File: config.mk
export PLATFORM = sky130hd
export DESIGN_NAME = utf8_xml_char_sanitizer
export DESIGN_NICKNAME = d
export VERILOG_FILES = /design/src/rtl/core/u8s_pkg.sv /design/src/rtl/core/u8s_front.sv /design/src/rtl/core/u8s_fifo.sv /design/src/rtl/core/u8s_back.sv /design/src/rtl/core/utf8_xml_char_sanitizer.sv
export SDC_FILE = /design/constraint.sdc
export NUM_CORES = 1
export LEC_CHECK = 0
export BUFFER_PORTS_ARGS = -buffer_cell sky130_fd_sc_hd__buf_2
export CAP_MARGIN = 20
export CORE_ASPECT_RATIO = 0.9
export CORE_MARGIN = 2
export CORE_UTILIZATION = 47
export DETAILED_ROUTE_END_ITERATION = 6
export GPL_TIMING_DRIVEN = 0
export SLEW_MARGIN = 25
export SYNTH_ARGS = -nofsm -noshare
export SYNTH_HDL_FRONTEND = slang
export SYNTH_SLANG_ARGS = --single-unit
File: constraint.sdc
create_clock -name clk -period 2.9 [get_ports clk]
set_input_delay 0.145 -clock clk [delete_from_list [all_inputs] [get_ports clk]]
set_output_delay 0.145 -clock clk [all_outputs]
set_load 0.005 [all_outputs]
File: src/rtl/core/u8s_pkg.sv
`timescale 1ns / 1ps

package u8s_pkg;

  localparam logic [7:0] REPL_B0 = 8'hEF;
  localparam logic [7:0] REPL_B1 = 8'hBF;
  localparam logic [7:0] REPL_B2 = 8'hBD;

  // One finished sequence, ready to be played out byte by byte.
  typedef struct packed {
    logic [3:0][7:0] bytes;
    logic [1:0]      last_idx;
    logic            replaced;
  } job_t;

endpackage

File: src/rtl/core/u8s_front.sv
`timescale 1ns / 1ps

module u8s_front import u8s_pkg::*; (
  input  logic       clk,
  input  logic       rst_n,
  input  logic       accept,
  input  logic [7:0] data_byte,
  output logic       job_push,
  output job_t       job
);

  logic [2:0][7:0] held_r, held_nxt;
  logic [1:0]      cnt_r, cnt_nxt;
  logic [1:0]      need_r, need_nxt;

  logic [3:0][7:0] seq;
  logic [1:0]      last;
  logic            ok;
  logic            done;

  function automatic logic [1:0] follow_count(input logic [7:0] b);
    logic [1:0] r;
    if (b[7:4] == 4'hF) r = 2'd3;
    else if (b[7:5] == 3'b111) r = 2'd2;
    else if (b[7:6] == 2'b11) r = 2'd1;
    else r = 2'd0;
    return r;
  endfunction

  function automatic logic is_cont(input logic [7:0] x);
    return x[7:6] == 2'b10;
  endfunction

  function automatic logic seq_ok(input logic [3:0][7:0] s, input logic [1:0] n);
    logic r;
    logic [7:0] a;
    a = s[0];
    r = 1'b0;
    case (n)
      2'd0: r = (a >= 8'h20 && a < 8'h7F) || a == 8'h09 || a == 8'h0A || a == 8'h0D;
      2'd1: r = a >= 8'hC2 && a <= 8'hDF && is_cont(s[1]) && !(a == 8'hC2 && s[1] <= 8'h84);
      2'd2: begin
        r = is_cont(s[1]) && is_cont(s[2]);
        if (a == 8'hE0) begin
          if (s[1] < 8'hA0) r = 1'b0;
        end else if (a == 8'hED) begin
          if (s[1] > 8'h9F) r = 1'b0;
        end else if (a < 8'hE1 || a > 8'hEF) begin
          r = 1'b0;
        end
        if (a == 8'hEF && s[1] == 8'hB7 && s[2] >= 8'h90 && s[2] <= 8'hAF) r = 1'b0;
        if (a == 8'hEF && s[1] == 8'hBF && s[2] >= 8'hBE) r = 1'b0;
      end
      default: begin
        r = is_cont(s[1]) && is_cont(s[2]) && is_cont(s[3]);
        if (a == 8'hF0) begin
          if (s[1] < 8'h90) r = 1'b0;
        end else if (a == 8'hF4) begin
          if (s[1] > 8'h8F) r = 1'b0;
        end else if (a < 8'hF1 || a > 8'hF3) begin
          r = 1'b0;
        end
        if (s[1][3:0] == 4'hF && s[2] == 8'hBF && s[3] >= 8'hBE) r = 1'b0;
      end
    endcase
    return r;
  endfunction

  always_comb begin
    if (need_r == 2'd0) begin
      seq  = {8'h00, 8'h00, 8'h00, data_byte};
      last = 2'd0;
    end else begin
      seq[0] = held_r[0];
      seq[1] = (cnt_r == 2'd1) ? data_byte : held_r[1];
      seq[2] = (cnt_r == 2'd2) ? data_byte : held_r[2];
      seq[3] = data_byte;
      last   = cnt_r;
    end
    ok = seq_ok(seq, last);

    if (ok) begin
      job.bytes    = seq;
      job.last_idx = last;
      job.replaced = 1'b0;
    end else begin
      job.bytes    = {8'h00, REPL_B2, REPL_B1, REPL_B0};
      job.last_idx = 2'd2;
      job.replaced = 1'b1;
    end
  end

  always_comb begin
    held_nxt = held_r;
    cnt_nxt  = cnt_r;
    need_nxt = need_r;
    done     = 1'b0;
    if (accept) begin
      if (need_r == 2'd0) begin
        if (data_byte != 8'h00) begin
          if (follow_count(data_byte) == 2'd0) begin
            done = 1'b1;
          end else begin
            held_nxt[0] = data_byte;
            cnt_nxt     = 2'd1;
            need_nxt    = follow_count(data_byte);
          end
        end
      end else if (need_r > 2'd1) begin
        held_nxt[cnt_r] = data_byte;
        cnt_nxt         = cnt_r + 2'd1;
        need_nxt        = need_r - 2'd1;
      end else begin
        done     = 1'b1;
        cnt_nxt  = 2'd0;
        need_nxt = 2'd0;
      end
    end
  end

  assign job_push = done;

  always_ff @(posedge clk) begin
    held_r <= held_nxt;
  end

  always_ff @(posedge clk) begin
    if (!rst_n) begin
      cnt_r  <= 2'd0;
      need_r <= 2'd0;
    end else begin
      cnt_r  <= cnt_nxt;
      need_r <= need_nxt;
    end
  end

endmodule

File: src/rtl/core/u8s_fifo.sv
`timescale 1ns / 1ps

module u8s_fifo import u8s_pkg::*; #(
  parameter int DEPTH = 4
) (
  input  logic clk,
  input  logic rst_n,
  input  logic push,
  input  job_t wr_job,
  output logic full,
  output logic valid,
  output job_t rd_job,
  input  logic pop
);

  localparam int PW = (DEPTH > 1) ? $clog2(DEPTH) : 1;
  localparam int CW = $clog2(DEPTH + 1);

  job_t            mem_r [DEPTH];
  logic [PW-1:0]   wr_ptr_r, wr_ptr_nxt;
  logic [PW-1:0]   rd_ptr_r, rd_ptr_nxt;
  logic [CW-1:0]   count_r, count_nxt;
  logic            do_push, do_pop;

  assign full    = count_r == CW'(DEPTH);
  assign valid   = count_r != '0;
  assign rd_job  = mem_r[rd_ptr_r];
  assign do_push = push && !full;
  assign do_pop  = pop && valid;

  always_comb begin
    wr_ptr_nxt = wr_ptr_r;
    rd_ptr_nxt = rd_ptr_r;
    count_nxt  = count_r;
    if (do_push) begin
      wr_ptr_nxt = (wr_ptr_r == PW'(DEPTH - 1)) ? '0 : wr_ptr_r + PW'(1);
    end
    if (do_pop) begin
      rd_ptr_nxt = (rd_ptr_r == PW'(DEPTH - 1)) ? '0 : rd_ptr_r + PW'(1);
    end
    if (do_push && !do_pop) count_nxt = count_r + CW'(1);
    else if (!do_push && do_pop) count_nxt = count_r - CW'(1);
  end

  always_ff @(posedge clk) begin
    if (do_push) begin
      mem_r[wr_ptr_r] <= wr_job;
    end
  end

  always_ff @(posedge clk) begin
    if (!rst_n) begin
      wr_ptr_r <= '0;
      rd_ptr_r <= '0;
      count_r  <= '0;
    end else begin
      wr_ptr_r <= wr_ptr_nxt;
      rd_ptr_r <= rd_ptr_nxt;
      count_r  <= count_nxt;
    end
  end

endmodule

File: src/rtl/core/u8s_back.sv
`timescale 1ns / 1ps

module u8s_back import u8s_pkg::*; (
  input  logic       clk,
  input  logic       rst_n,
  input  logic       job_valid,
  input  job_t       job,
  output logic       job_pop,
  output logic       empty,
  input  logic       pop,
  output logic [7:0] out_byte,
  output logic       replaced,
  output logic       last_of_run
);

  logic [1:0] idx_r, idx_nxt;
  logic       valid_r, valid_nxt;
  logic [7:0] byte_r, byte_nxt;
  logic       repl_r, repl_nxt;
  logic       last_r, last_nxt;
  logic       load, at_last;

  assign load    = job_valid && (!valid_r || pop);
  assign at_last = idx_r == job.last_idx;
  assign job_pop = load && at_last;

  always_comb begin
    idx_nxt   = idx_r;
    valid_nxt = valid_r;
    byte_nxt  = byte_r;
    repl_nxt  = repl_r;
    last_nxt  = last_r;
    if (load) begin
      valid_nxt = 1'b1;
      byte_nxt  = job.bytes[idx_r];
      repl_nxt  = job.replaced;
      last_nxt  = at_last;
      idx_nxt   = at_last ? 2'd0 : idx_r + 2'd1;
    end else if (pop) begin
      valid_nxt = 1'b0;
    end
  end

  always_ff @(posedge clk) begin
    byte_r <= byte_nxt;
    repl_r <= repl_nxt;
    last_r <= last_nxt;
  end

  always_ff @(posedge clk) begin
    if (!rst_n) begin
      idx_r   <= 2'd0;
      valid_r <= 1'b0;
    end else begin
      idx_r   <= idx_nxt;
      valid_r <= valid_nxt;
    end
  end

  assign empty       = !valid_r;
  assign out_byte    = byte_r;
  assign replaced    = repl_r;
  assign last_of_run = last_r;

endmodule

File: src/rtl/core/utf8_xml_char_sanitizer.sv
`timescale 1ns / 1ps
// UTF-8 / XML character sanitizer.
// Input channel: present a raw byte on in_data_byte with in_push high; it is
// taken at any rising edge where in_full is low. One byte per cycle.
// Result channel: while out_empty is low, out_byte, out_replaced and
// out_last_of_run show the oldest result byte; out_pop takes it.
// Each byte that completes a sequence produces 1 to 4 output bytes (the
// sequence as received, or EF BF BD marked replaced); gathering bytes and
// NUL leads produce none. out_last_of_run marks the final byte of a run.
// The completing byte's job is written into the queue and then loaded into
// the output register, which shows the first result byte. With out_pop held
// high the output side drains one byte per cycle, so sustained throughput is
// one input byte per cycle whenever each input byte yields at most one output
// byte; expansion is absorbed by the job queue of QUEUE_DEPTH finished
// sequences between classifier and emitter. When the receiver stalls, the
// output register holds, the queue fills and in_full rises; no byte is lost.
// Reset (rst_n low at an edge) drops any partly gathered sequence, empties
// the queue and the output register.
module utf8_xml_char_sanitizer import u8s_pkg::*; #(
  parameter int QUEUE_DEPTH = 4
) (
  input  logic       clk,
  input  logic       rst_n,
  input  logic       in_push,
  output logic       in_full,
  input  logic [7:0] in_data_byte,
  output logic       out_empty,
  input  logic       out_pop,
  output logic [7:0] out_byte,
  output logic       out_replaced,
  output logic       out_last_of_run
);

  logic accept;
  logic job_push, job_valid, job_pop;
  job_t wr_job, rd_job;

  assign accept = in_push && !in_full;

  u8s_front u_front (
    .clk       (clk),
    .rst_n     (rst_n),
    .accept    (accept),
    .data_byte (in_data_byte),
    .job_push  (job_push),
    .job       (wr_job)
  );

  u8s_fifo #(
    .DEPTH (QUEUE_DEPTH)
  ) u_fifo (
    .clk    (clk),
    .rst_n  (rst_n),
    .push   (job_push),
    .wr_job (wr_job),
    .full   (in_full),
    .valid  (job_valid),
    .rd_job (rd_job),
    .pop    (job_pop)
  );

  u8s_back u_back (
    .clk         (clk),
    .rst_n       (rst_n),
    .job_valid   (job_valid),
    .job         (rd_job),
    .job_pop     (job_pop),
    .empty       (out_empty),
    .pop         (out_pop),
    .out_byte    (out_byte),
    .replaced    (out_replaced),
    .last_of_run (out_last_of_run)
  );

endmodule
==> impl_metrics.json <==
{
  "outcome": "finished, final reports clean",
  "tns_ps": 0,
  "die_x_um": 144.7,
  "first_iter_violations": 416,
  "cts-htree-levels": 4,
  "slew_viol_final": 0,
  "cts.sinks": 190,
  "clk_pin_slew_ps": 70,
  "cts_made_buffers": 17,
  "placed_cell_area_um2": 8889,
  "finalSetupViolCount": 0,
  "die-area_um2": 18900,
  "seq_area_frac_synth_pct": 66.23,
  "critPathCaptureType": "flop",
  "maxCapViolCount": 0,
  "total_power_w": 0.007474,
  "hpwl_um": 12730,
  "critPathTopFamily": "compound AO/OA/AOI/OAI gates",
  "drive_gt1_share_pct": 32.83,
  "cp_cell_sequence": "inv_4, ha_4, buf_12, mux2i_4, buf_4, or3_1, a31o_1, a31o_1, a311oi_2, a31oi_4, buf_4, and3_1",
  "firstDrtPassIters": 6,
  "routabilityCongestion": 0.9741,
  "synthTopCellsByCount": "edfxtp_1 (174), mux4_2 (43), nand2_1 (27)",
  "yosysWarningCount": 0,
  "grt.overflow.total": 0,
  "vias": 4781,
  "worstHoldPathType": "input port to flop",
  "num-fill-cells": 1369,
  "rows": 46,
  "final_nets": 603,
  "synth.avg_cell_area_um2": 16.39,
  "antennaDiodeCount": 0,
  "fin_skew_ps": 10.47,
  "drc": 0,
  "syn_nets": 533,
  "max_stage_delay_ps": 360,
  "ios": 24,
  "port_buffers": 23,
  "final_area_um2": 9955,
  "synth_area_leaders": "edfxtp_1 (62%), mux4_2 (12%), dfxtp_1 (3.8%)",
  "syn_to_final_growth_pct": 18.89,
  "synth_most_common_cell": "edfxtp_1",
  "ys_ff_latch": 190,
  "grt_pass1_vias": 4676,
  "async_flop_share_pct": 0,
  "fmax_mhz": 349.2,
  "min_period_over_period_pct": 98.75,
  "synth-main-ff-cell": "edfxtp_1",
  "crit_arrival_ps": 3030,
  "track_usage_pct": 21.24,
  "final_core_util_pct": 56.71,
  "timing.slew.headroom_pct": 39.87,
  "netlist_area_um2": 8373,
  "clock_latency_ps": 440,
  "initial_core_util_pct": 47.70,
  "start_kind": "flop",
  "cp_max_fo": 7,
  "rsz0062_at_grt": "yes",
  "wl_per_cell_um": 22.53,
  "grt_pass1_wl_um": 28430,
  "yosysTopAreaCellShare_pct": 62.40,
  "synth_edf_count": 174,
  "synth_top_cell_by_area": "edfxtp_1",
  "synthCells": 511,
  "grt_max_degree": 23,
  "hold_viol": 0,
  "wirelength_um": 18790,
  "power.leakage_nw": 3.229,
  "cts_tree": "yes",
  "clock_path_buffers": 2,
  "core_um2": 17550,
  "slowest_stage": "dfxtp_4",
  "ir_worst_vdd_v": 0.0004717,
  "worstMarginPinSlew_ps": 902.0,
  "worstSetupPathType": "flop to flop",
  "crit_required_ps": 3070,
  "power_density_nw_per_um2": 750.8,
  "antenna_found_initial": 0,
  "fp.dieH_um": 130.6,
  "crit_buf_inv": 4,
  "ant_nets": 0,
  "vias_per_cell": 5.733,
  "min_period_ps": 2864,
  "synth.distinct_cells": 64,
  "cts_root_buf": "clkbuf_16"
}
repair_timing:
action                     in CTS  in global routing
setup endpoints to repair     133                126
hold endpoints to repair       14                  0
hold buffers                    7                  0
gates cloned                    3                  0
pin swaps                       7                  6
buffers inserted                6                  8
gates resized for setup        44                 28
registers in the layout, indices dropped and copies added (netlist names), named ones only:
register / cells
u_fifo.wr_ptr_r: 2
u_fifo.mem_r: 140
u_fifo.count_r: 3
u_front.held_r: 24
u_back.idx_r: 2
u_back.valid_r: 1
u_back.last_of_run: 1
u_back.out_byte: 8
u_front.need_r: 2
u_fifo.rd_ptr_r: 2
u_front.cnt_r: 2
u_back.replaced: 1
worst register-to-register path: cells and delay by family (launching register included):
kind                       cells  cell delay (ps)
DFF                            1              360
AOI/OAI and AO/OA              4              810
buffers and inverters          4              540
and+or+nand+nor                2              540
adders and majority gates      1              160
muxes                          1              200
stage by stage:
step | worst slack, ps | cells | hold WS (ps)
finish | 36.20 | 834 | 9.157
CTS | 13.85 | 826 | 2.857
global route | -90.08 | 834 | 6.023
global placement | -883.1 | 774 | 346.3
detailed placement | -368.0 | 779 | 349.4
floorplan | 260.2 | 511 | 243.9
cells by family after synthesis:
logic type | after synthesis | share of synthesized area, %
flip-flops | 190 | 66.23
AND/OR/NAND/NOR | 133 | 8.817
adder cells (fa/ha/maj) | 10 | 1.584
XOR/XNOR | 4 | 0.4185
multiplexers | 72 | 15.42
buffers and inverters | 41 | 2.451
AO/OA/AOI/OAI | 61 | 5.081
per-layer routing:
metal  routed length [µm]  global-route usage (%)
met1                 8618                   29.28
met2                 9286                   34.51
met3                  630                   4.446
met4                  259                   6.453
met5                    0                       0
worst paths after layout:
| path | from | slack, ps | cells past startpoint | to |
|---|---|---|---|---|
| hold / removal | rst_n | 9 | 2 | u_front.cnt_r[1] |
| setup / recovery | u_front.cnt_r[1] | 40 | 12 | u_fifo.mem_r[0][30] |
| hold reg to reg | u_fifo.rd_ptr_r[0] | 500 | 2 | flop |
| setup reg to reg | u_front.cnt_r[1] | 40 | 12 | u_fifo.mem_r[0][30] |
final cells by class:
cell class | instances | area (µm²) | area share [%]
Buffer | 32 | 216.5 | 2.174
Multi-Input combinational cell | 280 | 2863 | 28.76
Timing Repair Buffer | 52 | 429.2 | 4.311
Clock buffer | 18 | 429.2 | 4.311
Tap cell | 240 | 300.3 | 3.017
Clock inverter | 14 | 132.6 | 1.332
Sequential cell | 190 | 5552 | 55.77
Inverter | 8 | 32.53 | 0.3268
layout by cell type (no fill, tap or decap), types with 7 or more instances in the layout:
cell type,netlist,routed
mux4_2,43,43
and3_1,13,10
dlygate4sd3_1,0,7
dfxtp_1,16,13
mux2i_1,20,13
nor2_1,19,15
o21ai_0,11,11
o21ai_1,12,9
edfxtp_1,174,174
buf_2,8,28
clkbuf_16,0,17
nor2b_1,17,17
nor3_1,11,8
buf_6,4,8
buf_4,3,17
nand2_1,27,23
clkbuf_1,18,17
power breakdown:
group / switching (W) / total [W] / internal, W
Sequential: 0.000103 / 0.00348 / 0.00338
Combinational: 0.000924 / 0.00176 / 0.000834
Clock: 0.00104 / 0.00223 / 0.00120
Power figures use the tool's default switching activity.
